[config.mk]
export PLATFORM = sky130hd
export DESIGN_NAME = seven_segment_scroll_blink_driver
export DESIGN_NICKNAME = d
export VERILOG_FILES = /design/src/hdl/ssd_pkg.sv /design/src/hdl/ssd_buf.sv /design/src/hdl/seven_segment_scroll_blink_driver.sv
export SDC_FILE = /design/constraint.sdc
export NUM_CORES = 1
export LEC_CHECK = 0
export BUFFER_PORTS_ARGS = -buffer_cell sky130_fd_sc_hd__buf_2
export CORE_MARGIN = 1
export CORE_UTILIZATION = 40
export DETAILED_ROUTE_END_ITERATION = 8
export MAX_ROUTING_LAYER = met4
export PLACE_DENSITY = 0.59
export SYNTH_ARGS = -nofsm -noshare
export SYNTH_HDL_FRONTEND = slang
export SYNTH_SLANG_ARGS = --single-unit
export TNS_END_PERCENT = 50
[constraint.sdc]
create_clock -name clk -period 6.21 [get_ports clk]
set_clock_uncertainty 0.05 [all_clocks]
set_input_delay 0.621 -clock clk [delete_from_list [all_inputs] [get_ports clk]]
set_output_delay 0.621 -clock clk [all_outputs]
set_load 0.005 [all_outputs]
[src/hdl/ssd_pkg.sv]
// ----------------------------------------------------------------------------
// ssd_pkg
// Shared codes and the character-to-segment table of the seven-segment
// scroll and blink driver.
// ----------------------------------------------------------------------------
package ssd_pkg;

	localparam int SEG_W = 7;

	// Command codes carried in the input tuser field
	typedef enum logic [1:0] {
		CMD_LOAD  = 2'd0,
		CMD_CLEAR = 2'd1,
		CMD_MSG   = 2'd2,
		CMD_DISP  = 2'd3
	} ssd_cmd_t;

	// Configuration register indexes
	localparam logic [2:0] REG_BLINK_MODE  = 3'd0;
	localparam logic [2:0] REG_SPIN_EN     = 3'd1;
	localparam logic [2:0] REG_MSG_LEN     = 3'd2;
	localparam logic [2:0] REG_SPIN_DLY    = 3'd3;
	localparam logic [2:0] REG_BLINK_DLY   = 3'd4;
	localparam logic [2:0] REG_DIM_LEVEL   = 3'd5;

	// Blink mode codes
	localparam logic [2:0] BLINK_OFF   = 3'd0;
	localparam logic [2:0] BLINK_EVERY = 3'd5;

	localparam logic [SEG_W-1:0] SEG_BLANK = 7'h00;

	// Map an ASCII code to segment lines a..g (bit 0 is segment a)
	function automatic logic [SEG_W-1:0] ssd_glyph(input logic [7:0] code);
		logic [7:0]       uc;
		logic [SEG_W-1:0] seg;
		uc = code;
		if (code >= 8'h61 && code <= 8'h7A) begin
			uc = code - 8'h20;
		end
		case (uc)
			8'h41: seg = 7'h77; // A
			8'h42: seg = 7'h7C; // B
			8'h43: seg = 7'h39; // C
			8'h44: seg = 7'h5E; // D
			8'h45: seg = 7'h79; // E
			8'h46: seg = 7'h71; // F
			8'h47: seg = 7'h6F; // G
			8'h48: seg = 7'h74; // H
			8'h49: seg = 7'h04; // I
			8'h4A: seg = 7'h1E; // J
			8'h4C: seg = 7'h38; // L
			8'h4E: seg = 7'h54; // N
			8'h4F: seg = 7'h3F; // O
			8'h50: seg = 7'h73; // P
			8'h51: seg = 7'h67; // Q
			8'h52: seg = 7'h50; // R
			8'h53: seg = 7'h6D; // S
			8'h54: seg = 7'h78; // T
			8'h55: seg = 7'h3E; // U
			8'h56: seg = 7'h3E; // V
			8'h59: seg = 7'h6E; // Y
			8'h5A: seg = 7'h7F; // Z
			8'h30: seg = 7'h3F; // 0
			8'h31: seg = 7'h06; // 1
			8'h32: seg = 7'h5B; // 2
			8'h33: seg = 7'h4F; // 3
			8'h34: seg = 7'h66; // 4
			8'h35: seg = 7'h6D; // 5
			8'h36: seg = 7'h7D; // 6
			8'h37: seg = 7'h07; // 7
			8'h38: seg = 7'h7F; // 8
			8'h39: seg = 7'h6F; // 9
			8'h2D: seg = 7'h40; // minus
			8'h3D: seg = 7'h48; // equals
			default: seg = SEG_BLANK;
		endcase
		return seg;
	endfunction

endpackage

[src/hdl/ssd_buf.sv]
// ----------------------------------------------------------------------------
// ssd_buf
// Message pattern store: one segment pattern per character position, written
// by load transactions, blanked all at once by a clear, read asynchronously.
// ----------------------------------------------------------------------------
module ssd_buf #(
	parameter int MAX_CHARS = 32
) (
	input  logic                           clk,
	input  logic                           arst_n,
	input  logic                           wr_en,
	input  logic [$clog2(MAX_CHARS)-1:0]   wr_addr,
	input  logic [ssd_pkg::SEG_W-1:0]      wr_data,
	input  logic                           clear,
	input  logic [$clog2(MAX_CHARS)-1:0]   rd_addr,
	output logic [ssd_pkg::SEG_W-1:0]      rd_data
);
	import ssd_pkg::*;

	logic [SEG_W-1:0] mem_q [MAX_CHARS];

	// Blank on reset and clear, store on load
	always_ff @(posedge clk or negedge arst_n) begin
		if (!arst_n) begin
			for (int i = 0; i < MAX_CHARS; i++) begin
				mem_q[i] <= SEG_BLANK;
			end
		end else if (clear) begin
			for (int i = 0; i < MAX_CHARS; i++) begin
				mem_q[i] <= SEG_BLANK;
			end
		end else if (wr_en) begin
			mem_q[wr_addr] <= wr_data;
		end
	end

	// Caller qualifies the address range
	assign rd_data = mem_q[rd_addr];

endmodule

[src/hdl/seven_segment_scroll_blink_driver.sv]
// ----------------------------------------------------------------------------
// A display tick goes through the input register, then the result register,
// and waits there until the result stream takes it. Throughput: one
// transaction per cycle on the input stream while the result stream keeps
// up; loads, clears and message ticks give no result and never wait on the
// output.
// Reset: asynchronous, active low; clears the pattern buffer, counters and
// both stream stages, and puts the configuration registers at their defaults.
// ----------------------------------------------------------------------------
// seven_segment_scroll_blink_driver
// Multiplexed seven-segment display driver with message scroll, digit blink
// and PWM dimming.
// ----------------------------------------------------------------------------
module seven_segment_scroll_blink_driver #(
	parameter int DIGITS     = 4,
	parameter int MAX_CHARS  = 32,
	parameter int PWM_PERIOD = 10
) (
	input  logic                 clk,
	input  logic                 arst_n,
	// input stream
	input  logic                 s_tvalid,
	output logic                 s_tready,
	// tdata: char_pos, char_code (low to high), zero padded
	input  logic [((($clog2(MAX_CHARS) + 8) + 7) / 8) * 8 - 1:0] s_tdata,
	// tuser: cmd
	input  logic [1:0]           s_tuser,
	// result stream
	output logic                 m_tvalid,
	input  logic                 m_tready,
	// tdata: digit_sel, segments (low to high), zero padded
	output logic [((($clog2(DIGITS) + 7) + 7) / 8) * 8 - 1:0] m_tdata,
	// configuration write channel
	input  logic                 cfg_valid,
	output logic                 cfg_ready,
	input  logic [2:0]           cfg_index,
	input  logic [7:0]           cfg_data
);
	import ssd_pkg::*;

	localparam int POS_W   = $clog2(MAX_CHARS);
	localparam int DIG_W   = $clog2(DIGITS);
	localparam int OUT_W   = (((DIG_W + SEG_W) + 7) / 8) * 8;
	localparam int SCR_W   = $clog2(MAX_CHARS + DIGITS + 2);
	localparam int IW      = SCR_W + 1;
	localparam int PWM_W   = $clog2(PWM_PERIOD + 1);

	// Configuration registers
	logic [2:0] blink_mode_q;
	logic       spin_en_q;
	logic [5:0] msg_len_q;
	logic [7:0] spin_dly_q;
	logic [7:0] blink_dly_q;
	logic [3:0] dim_level_q;

	// Display state
	logic [SCR_W-1:0] scroll_q;
	logic [DIG_W-1:0] digit_q;
	logic [PWM_W-1:0] pwm_q;
	logic [7:0]       blink_cnt_q;
	logic [7:0]       spin_cnt_q;
	logic             phase_q;

	// Input stage
	logic             valid_s1;
	ssd_cmd_t         cmd_s1;
	logic [POS_W-1:0] pos_s1;
	logic [7:0]       code_s1;

	// Result register
	logic             m_valid_q;
	logic [OUT_W-1:0] m_data_q;

	logic             take;
	logic             is_disp;

	logic [SCR_W-1:0] scroll_d;
	logic [DIG_W-1:0] digit_d;
	logic [PWM_W-1:0] pwm_d;
	logic [7:0]       blink_cnt_d;
	logic [7:0]       spin_cnt_d;
	logic             phase_d;
	logic [SEG_W-1:0] seg_d;

	logic [6:0]       len_ext;
	logic [IW-1:0]    eff_len;
	logic [IW-1:0]    end_idx;
	logic [IW-1:0]    rd_idx;
	logic [IW-1:0]    rel_idx;
	logic             rd_in_msg;
	logic [SEG_W-1:0] rd_data;
	logic             buf_wr;
	logic             buf_clr;

	// Configuration port: always ready, write by index
	assign cfg_ready = 1'b1;

	always_ff @(posedge clk or negedge arst_n) begin
		if (!arst_n) begin
			blink_mode_q  <= BLINK_OFF;
			spin_en_q     <= 1'b0;
			msg_len_q     <= 6'd0;
			spin_dly_q    <= 8'd1;
			blink_dly_q   <= 8'd1;
			dim_level_q   <= 4'd1;
		end else if (cfg_valid && cfg_ready) begin
			unique case (cfg_index)
				REG_BLINK_MODE:  blink_mode_q  <= cfg_data[2:0];
				REG_SPIN_EN:     spin_en_q     <= cfg_data[0];
				REG_MSG_LEN:     msg_len_q     <= cfg_data[5:0];
				REG_SPIN_DLY:    spin_dly_q    <= cfg_data;
				REG_BLINK_DLY:   blink_dly_q   <= cfg_data;
				REG_DIM_LEVEL:   dim_level_q   <= cfg_data[3:0];
				default: ;
			endcase
		end
	end

	// Advance the input stage unless a display result has nowhere to go
	assign is_disp  = (cmd_s1 == CMD_DISP);
	assign take     = valid_s1 && (!is_disp || !m_valid_q || m_tready);
	assign s_tready = !valid_s1 || take;

	always_ff @(posedge clk or negedge arst_n) begin
		if (!arst_n) begin
			valid_s1 <= 1'b0;
		end else if (s_tready) begin
			valid_s1 <= s_tvalid;
		end
	end

	always_ff @(posedge clk) begin
		if (s_tvalid && s_tready) begin
			cmd_s1  <= ssd_cmd_t'(s_tuser);
			pos_s1  <= s_tdata[POS_W-1:0];
			code_s1 <= s_tdata[POS_W +: 8];
		end
	end

	// Message length limited to the buffer size
	assign len_ext = 7'(msg_len_q);
	assign eff_len = (len_ext > 7'(MAX_CHARS)) ? IW'(MAX_CHARS) : IW'(len_ext);
	assign end_idx = eff_len + IW'(DIGITS);

	// Pattern buffer: loads behind the blank lead-in, clears blank everything
	assign buf_wr  = take && (cmd_s1 == CMD_LOAD) && (32'(pos_s1) < MAX_CHARS);
	assign buf_clr = take && (cmd_s1 == CMD_CLEAR);

	ssd_buf #(
		.MAX_CHARS(MAX_CHARS)
	) u_buf (
		.clk     (clk),
		.arst_n  (arst_n),
		.wr_en   (buf_wr),
		.wr_addr (pos_s1),
		.wr_data (ssd_glyph(code_s1)),
		.clear   (buf_clr),
		.rd_addr (rel_idx[POS_W-1:0]),
		.rd_data (rd_data)
	);

	// Buffer read for the next digit; lead-in and past-message entries are blank
	assign rd_idx    = IW'(scroll_q) + IW'(digit_d);
	assign rel_idx   = rd_idx - IW'(DIGITS);
	assign rd_in_msg = (rd_idx >= IW'(DIGITS)) && (rd_idx < end_idx);

	// Next state for message and display ticks
	always_comb begin
		logic [PWM_W-1:0] pwm_cur;
		logic [PWM_W-1:0] pwm_nxt;
		logic             lit;
		logic             blink_hit;
		scroll_d    = scroll_q;
		digit_d     = (digit_q == DIG_W'(DIGITS - 1)) ? '0 : digit_q + 1'b1;
		pwm_d       = pwm_q;
		blink_cnt_d = blink_cnt_q;
		spin_cnt_d  = spin_cnt_q;
		phase_d     = phase_q;

		// Blink toggle counter
		if (blink_mode_q != BLINK_OFF) begin
			blink_cnt_d = blink_cnt_q - 8'd1;
			if (blink_cnt_d == 8'd0) begin
				blink_cnt_d = blink_dly_q;
				phase_d     = !phase_q;
			end
		end

		// Scroll counter; wrap past the end of the message to the start
		if (spin_en_q) begin
			spin_cnt_d = spin_cnt_q - 8'd1;
			if (spin_cnt_d == 8'd0) begin
				spin_cnt_d = spin_dly_q;
				if (IW'(scroll_q) > end_idx) begin
					scroll_d = '0;
				end else begin
					scroll_d = scroll_q + 1'b1;
				end
			end
		end else begin
			scroll_d = SCR_W'(DIGITS);
		end

		// PWM: lit while the count stays at or above the dim level
		pwm_cur = (pwm_q == '0) ? PWM_W'(PWM_PERIOD) : pwm_q;
		pwm_nxt = pwm_cur - 1'b1;
		lit     = 5'(pwm_nxt) >= 5'(dim_level_q);
		pwm_d   = (pwm_nxt == '0) ? PWM_W'(PWM_PERIOD) : pwm_nxt;

		// Blank the blinking digit during the dark phase
		blink_hit = (blink_mode_q == BLINK_EVERY)
			|| (({1'b0, blink_mode_q} - 4'd1) == 4'(digit_d));
		if (!phase_q && (blink_mode_q != BLINK_OFF) && blink_hit) begin
			lit = 1'b0;
		end

		seg_d = (lit && rd_in_msg) ? rd_data : SEG_BLANK;
	end

	// Commit state per command
	always_ff @(posedge clk or negedge arst_n) begin
		if (!arst_n) begin
			scroll_q    <= SCR_W'(DIGITS);
			digit_q     <= '0;
			pwm_q       <= PWM_W'(PWM_PERIOD);
			blink_cnt_q <= 8'd0;
			spin_cnt_q  <= 8'd0;
			phase_q     <= 1'b0;
		end else if (take) begin
			case (cmd_s1)
				CMD_CLEAR: begin
					scroll_q <= SCR_W'(DIGITS);
				end
				CMD_MSG: begin
					scroll_q    <= scroll_d;
					blink_cnt_q <= blink_cnt_d;
					spin_cnt_q  <= spin_cnt_d;
					phase_q     <= phase_d;
				end
				CMD_DISP: begin
					digit_q <= digit_d;
					pwm_q   <= pwm_d;
				end
				default: ;
			endcase
		end
	end

	// Result register: load on a display tick, drop when taken
	always_ff @(posedge clk or negedge arst_n) begin
		if (!arst_n) begin
			m_valid_q <= 1'b0;
		end else if (take && is_disp) begin
			m_valid_q <= 1'b1;
		end else if (m_tready) begin
			m_valid_q <= 1'b0;
		end
	end

	always_ff @(posedge clk) begin
		if (take && is_disp) begin
			m_data_q <= OUT_W'({seg_d, digit_d});
		end
	end

	assign m_tvalid = m_valid_q;
	assign m_tdata  = m_data_q;

endmodule

==> key figures <==
Cells and area
  – Non-Filler Instances: ~2000
  – Layout fillers: approximately 3500
  – Syn-to-layout area delta: 13.2%
  – Fin util: 46.2%
  – Layout Nets: ~1500
  – Ratio of cells with drive above 1 in the final layout: around 18%
  – Commonest non-fill, non-tap cell in the layout: dfrtp_1
  – Final Cell Area: ~17000 sq um
  – Most frequent cells in the layout: dfrtp_1 (279), nand2_1 (249), o21ai_0 (170), nor2_1 (86), mux4_2 (71)

Power
  – PD cells: ~350 nW/um^2
  – Peak supply drop: 0.000282 V
  – Leakage: between 0.007 and 0.008 uW

Setup path
  – Largest stage delay, worst path: ~0.9 ns
  – Worst setup SP type: flip-flop
  – Most frequent CP cell: mux4_2
  – Critical path peak fanout: between 50 and 60
  – Critical Path End Type: flip-flop
  – Worst Path Arrival: roughly 4.2 ns
  – Critical path's slowest cell: ha_4
  – CP required: 6.41 ns
  – CP Cell Sequence: ha_1 > nor2_1 > ha_4 > buf_4 > mux4_2 > mux4_2 > mux2i_1 > nor3_1
  – CP Class: reg2reg

Timing
  – Pin slew with the least headroom to its limit: about 1.3 ns
  – RSZ-0062 raised after global routing: false
  – Fmax: about 250 MHz
  – Final hold violations: 0
  – Fin. max-slew vios: 0
  – Setup violations, final: 0
  – Tmin final: roughly 4.0 ns
  – Slew margin rel.: a little over a tenth
  – Tcrit/Tclk final: between 60 and 70%
  – Setup TNS: 0 ns

Place
  – Dpl cell area: 16100 sq um
  – Placed cells: 1926
  – GP Congestion: approximately 0.9
  – Detailed Place HPWL: ~27000 um
  – Port Buffers: 41

Synth
  – Top cell type's share of synthesized area: between 40% and 50%
  – Top cells by area, synth: dfrtp_1 (45%), mux4_2 (10%), nand2_1 (6.0%)
  – Async SR Flop Fraction: 92.2%
  – Synth warnings: 0
  – Main flop type after synthesis: dfrtp_1
  – Average size of a mapped cell: 10.9 sq um
  – Seq/Total Area, Yosys: approximately half
  – Cell count after synthesis: between 1000 and 1500
  – Synth area leader: dfrtp_1
  – Flops & latches, synth: 309
  – Count of cell types in the netlist: between 80 and 90
  – Number of synthesized flops with an enable pin: 24
  – Synthesized cell area: between 15000 and 20000 sq um

Global routing
  – Vias in the first global route: about 11000
  – Total GRT Usage: about 22%
  – Global-route wire length before repair: roughly 65000 um
  – GRT overflow: 0
  – Largest net degree at the start of global routing: around 200
  – Initial antenna violation count: 1

Clock tree
  – Post-CTS Hold Fix Bufs: 0
  – TritonCTS clock tree: built
  – Clk_lat worst skew: about 0.53 ns
  – Cts repair resizes: 0
  – Clock sink total: between 300 and 400
  – H-tree levels: 2
  – CTS Root Cell: clkbuf_16
  – CTS clk-pin slew, worst paths: approximately 0.070 ns
  – Max Root-Sink Buffers: 3
  – Setup bufs post-CTS: 0
  – Num CTS Buffers: 37

Floorplanning
  – Site Rows: just over 70
  – DIE HEIGHT: about 200 um
  – Chip Width: around 200 um
  – Initial Util: about two fifths
  – # IOs: between 50 and 60
  – Die footprint: about 39000 sq um
  – Core box area: between 30000 and 40000 sq um

Detailed routing
  – Vias post-DR: 11300
  – Avg Vias per Cell: between 5 and 6
  – Detailed Routing Iterations Pass 1: 5
  – DRC viols: 0
  – Routed Antenna Nets: 0
  – Initial DRC Count: a little over 900
  – Total routed wirelength: between 40000 and 50000 um
  – Avg WL per Cell: between 20 and 25 um

Worst hold path
  – Worst hold path type: in2async

Status
  – Outcome: finished clean

Run
  – Number of max-cap violations: 0
==> synth_stat cells, types with 31 or more instances <==
cell type	number
a21oi_1	37
clkbuf_1	36
dfrtp_1	279
ha_1	40
inv_1	31
mux2_2	32
mux4_2	71
nand2_1	249
nand3_1	34
nor2_1	86
o21ai_0	170
o21ai_1	45
o2bb2ai_1	38
==> logic make-up after synthesis <==
logic type	Yosys count	synth area share, %
AOI/OAI and AO/OA	364	14.3
xor gates and xnor gates	17	1.01
adders and majority gates	41	3.37
buffers and inverters	105	3.29
DFF	309	50.9
muxes	113	13.3
other	2	0.0486
and+or+nand+nor	472	13.8
==> critical path, delay by kind of cell (launching register included) <==
kind,cells,cell delay [ns]
DFF,1,0.40
buffers and inverters,1,0.37
and+or+nand+nor,2,0.41
adders and majority gates,2,1.09
muxes,3,1.36
==> flip-flops by register name, indices dropped and copies added, names as in the netlist, 4 cells and up <==
name	flops
pwm_q	4
scroll_q	6
m_tdata	9
u_buf.mem_q	224
code_s1	8
dim_level_q	4
pos_s1	5
blink_dly_q	8
blink_cnt_q	8
spin_cnt_q	8
msg_len_q	6
spin_dly_q	8
==> where the power goes <==
group / switching [uW] / internal, uW
Clock: 854 / 1510
Combinational: 875 / 616
Sequential: 143 / 2170
Total: 1870 / 4300
==> metrics by stage <==
step                hold slack, ns  worst slack (ns)  power, uW
finish                      0.0392              2.21       6170
floorplan                    0.275              2.57       3460
global route                 0.102              1.98       6490
detailed placement           0.416              2.23       3860
global placement             0.407              2.28       3830
CTS                         0.0738              2.21       6250
==> final timing paths <==
check | from | end | slack (ns) | depth (start not counted)
max | digit_q[0] | m_tdata[6] | 2.21 | 8
min | arst_n | u_buf.mem_q[72] | 0.04 | 1
max reg2reg | digit_q[0] | m_tdata[6] | 2.21 | 8
min reg2reg | u_buf.mem_q[175] | u_buf.mem_q[175] | 0.42 | 2
max in group asynchronous | arst_n | u_buf.mem_q[174] | 4.42 | 2
min in group clk | s_tdata[0] | pos_s1[0] | 0.21 | 1
==> layout make-up <==
type                       count  area [sq um]  share of cell area [%]
inverter                      32           120                   0.687
multi-input combinational   1016          7160                    41.0
tap                          511           639                    3.66
sequential                   309          7860                    44.9
clock inverter                16           267                    1.52
timing repair buffer          58           355                    2.03
clock buffer                  51          1080                    6.18
antenna                        1          2.50                  0.0143
==> per-layer routing <==
metal | track usage, % | routed length, um | up-vias
met5 | - | 0 | -
met4 | 7.01 | 1130 | 0
met3 | 3.37 | 2300 | 78
met2 | 34.1 | 18800 | 327
met1 | 29.6 | 18200 | 5708
li1 | - | - | 5215
(Power assumes the default switching activity.)
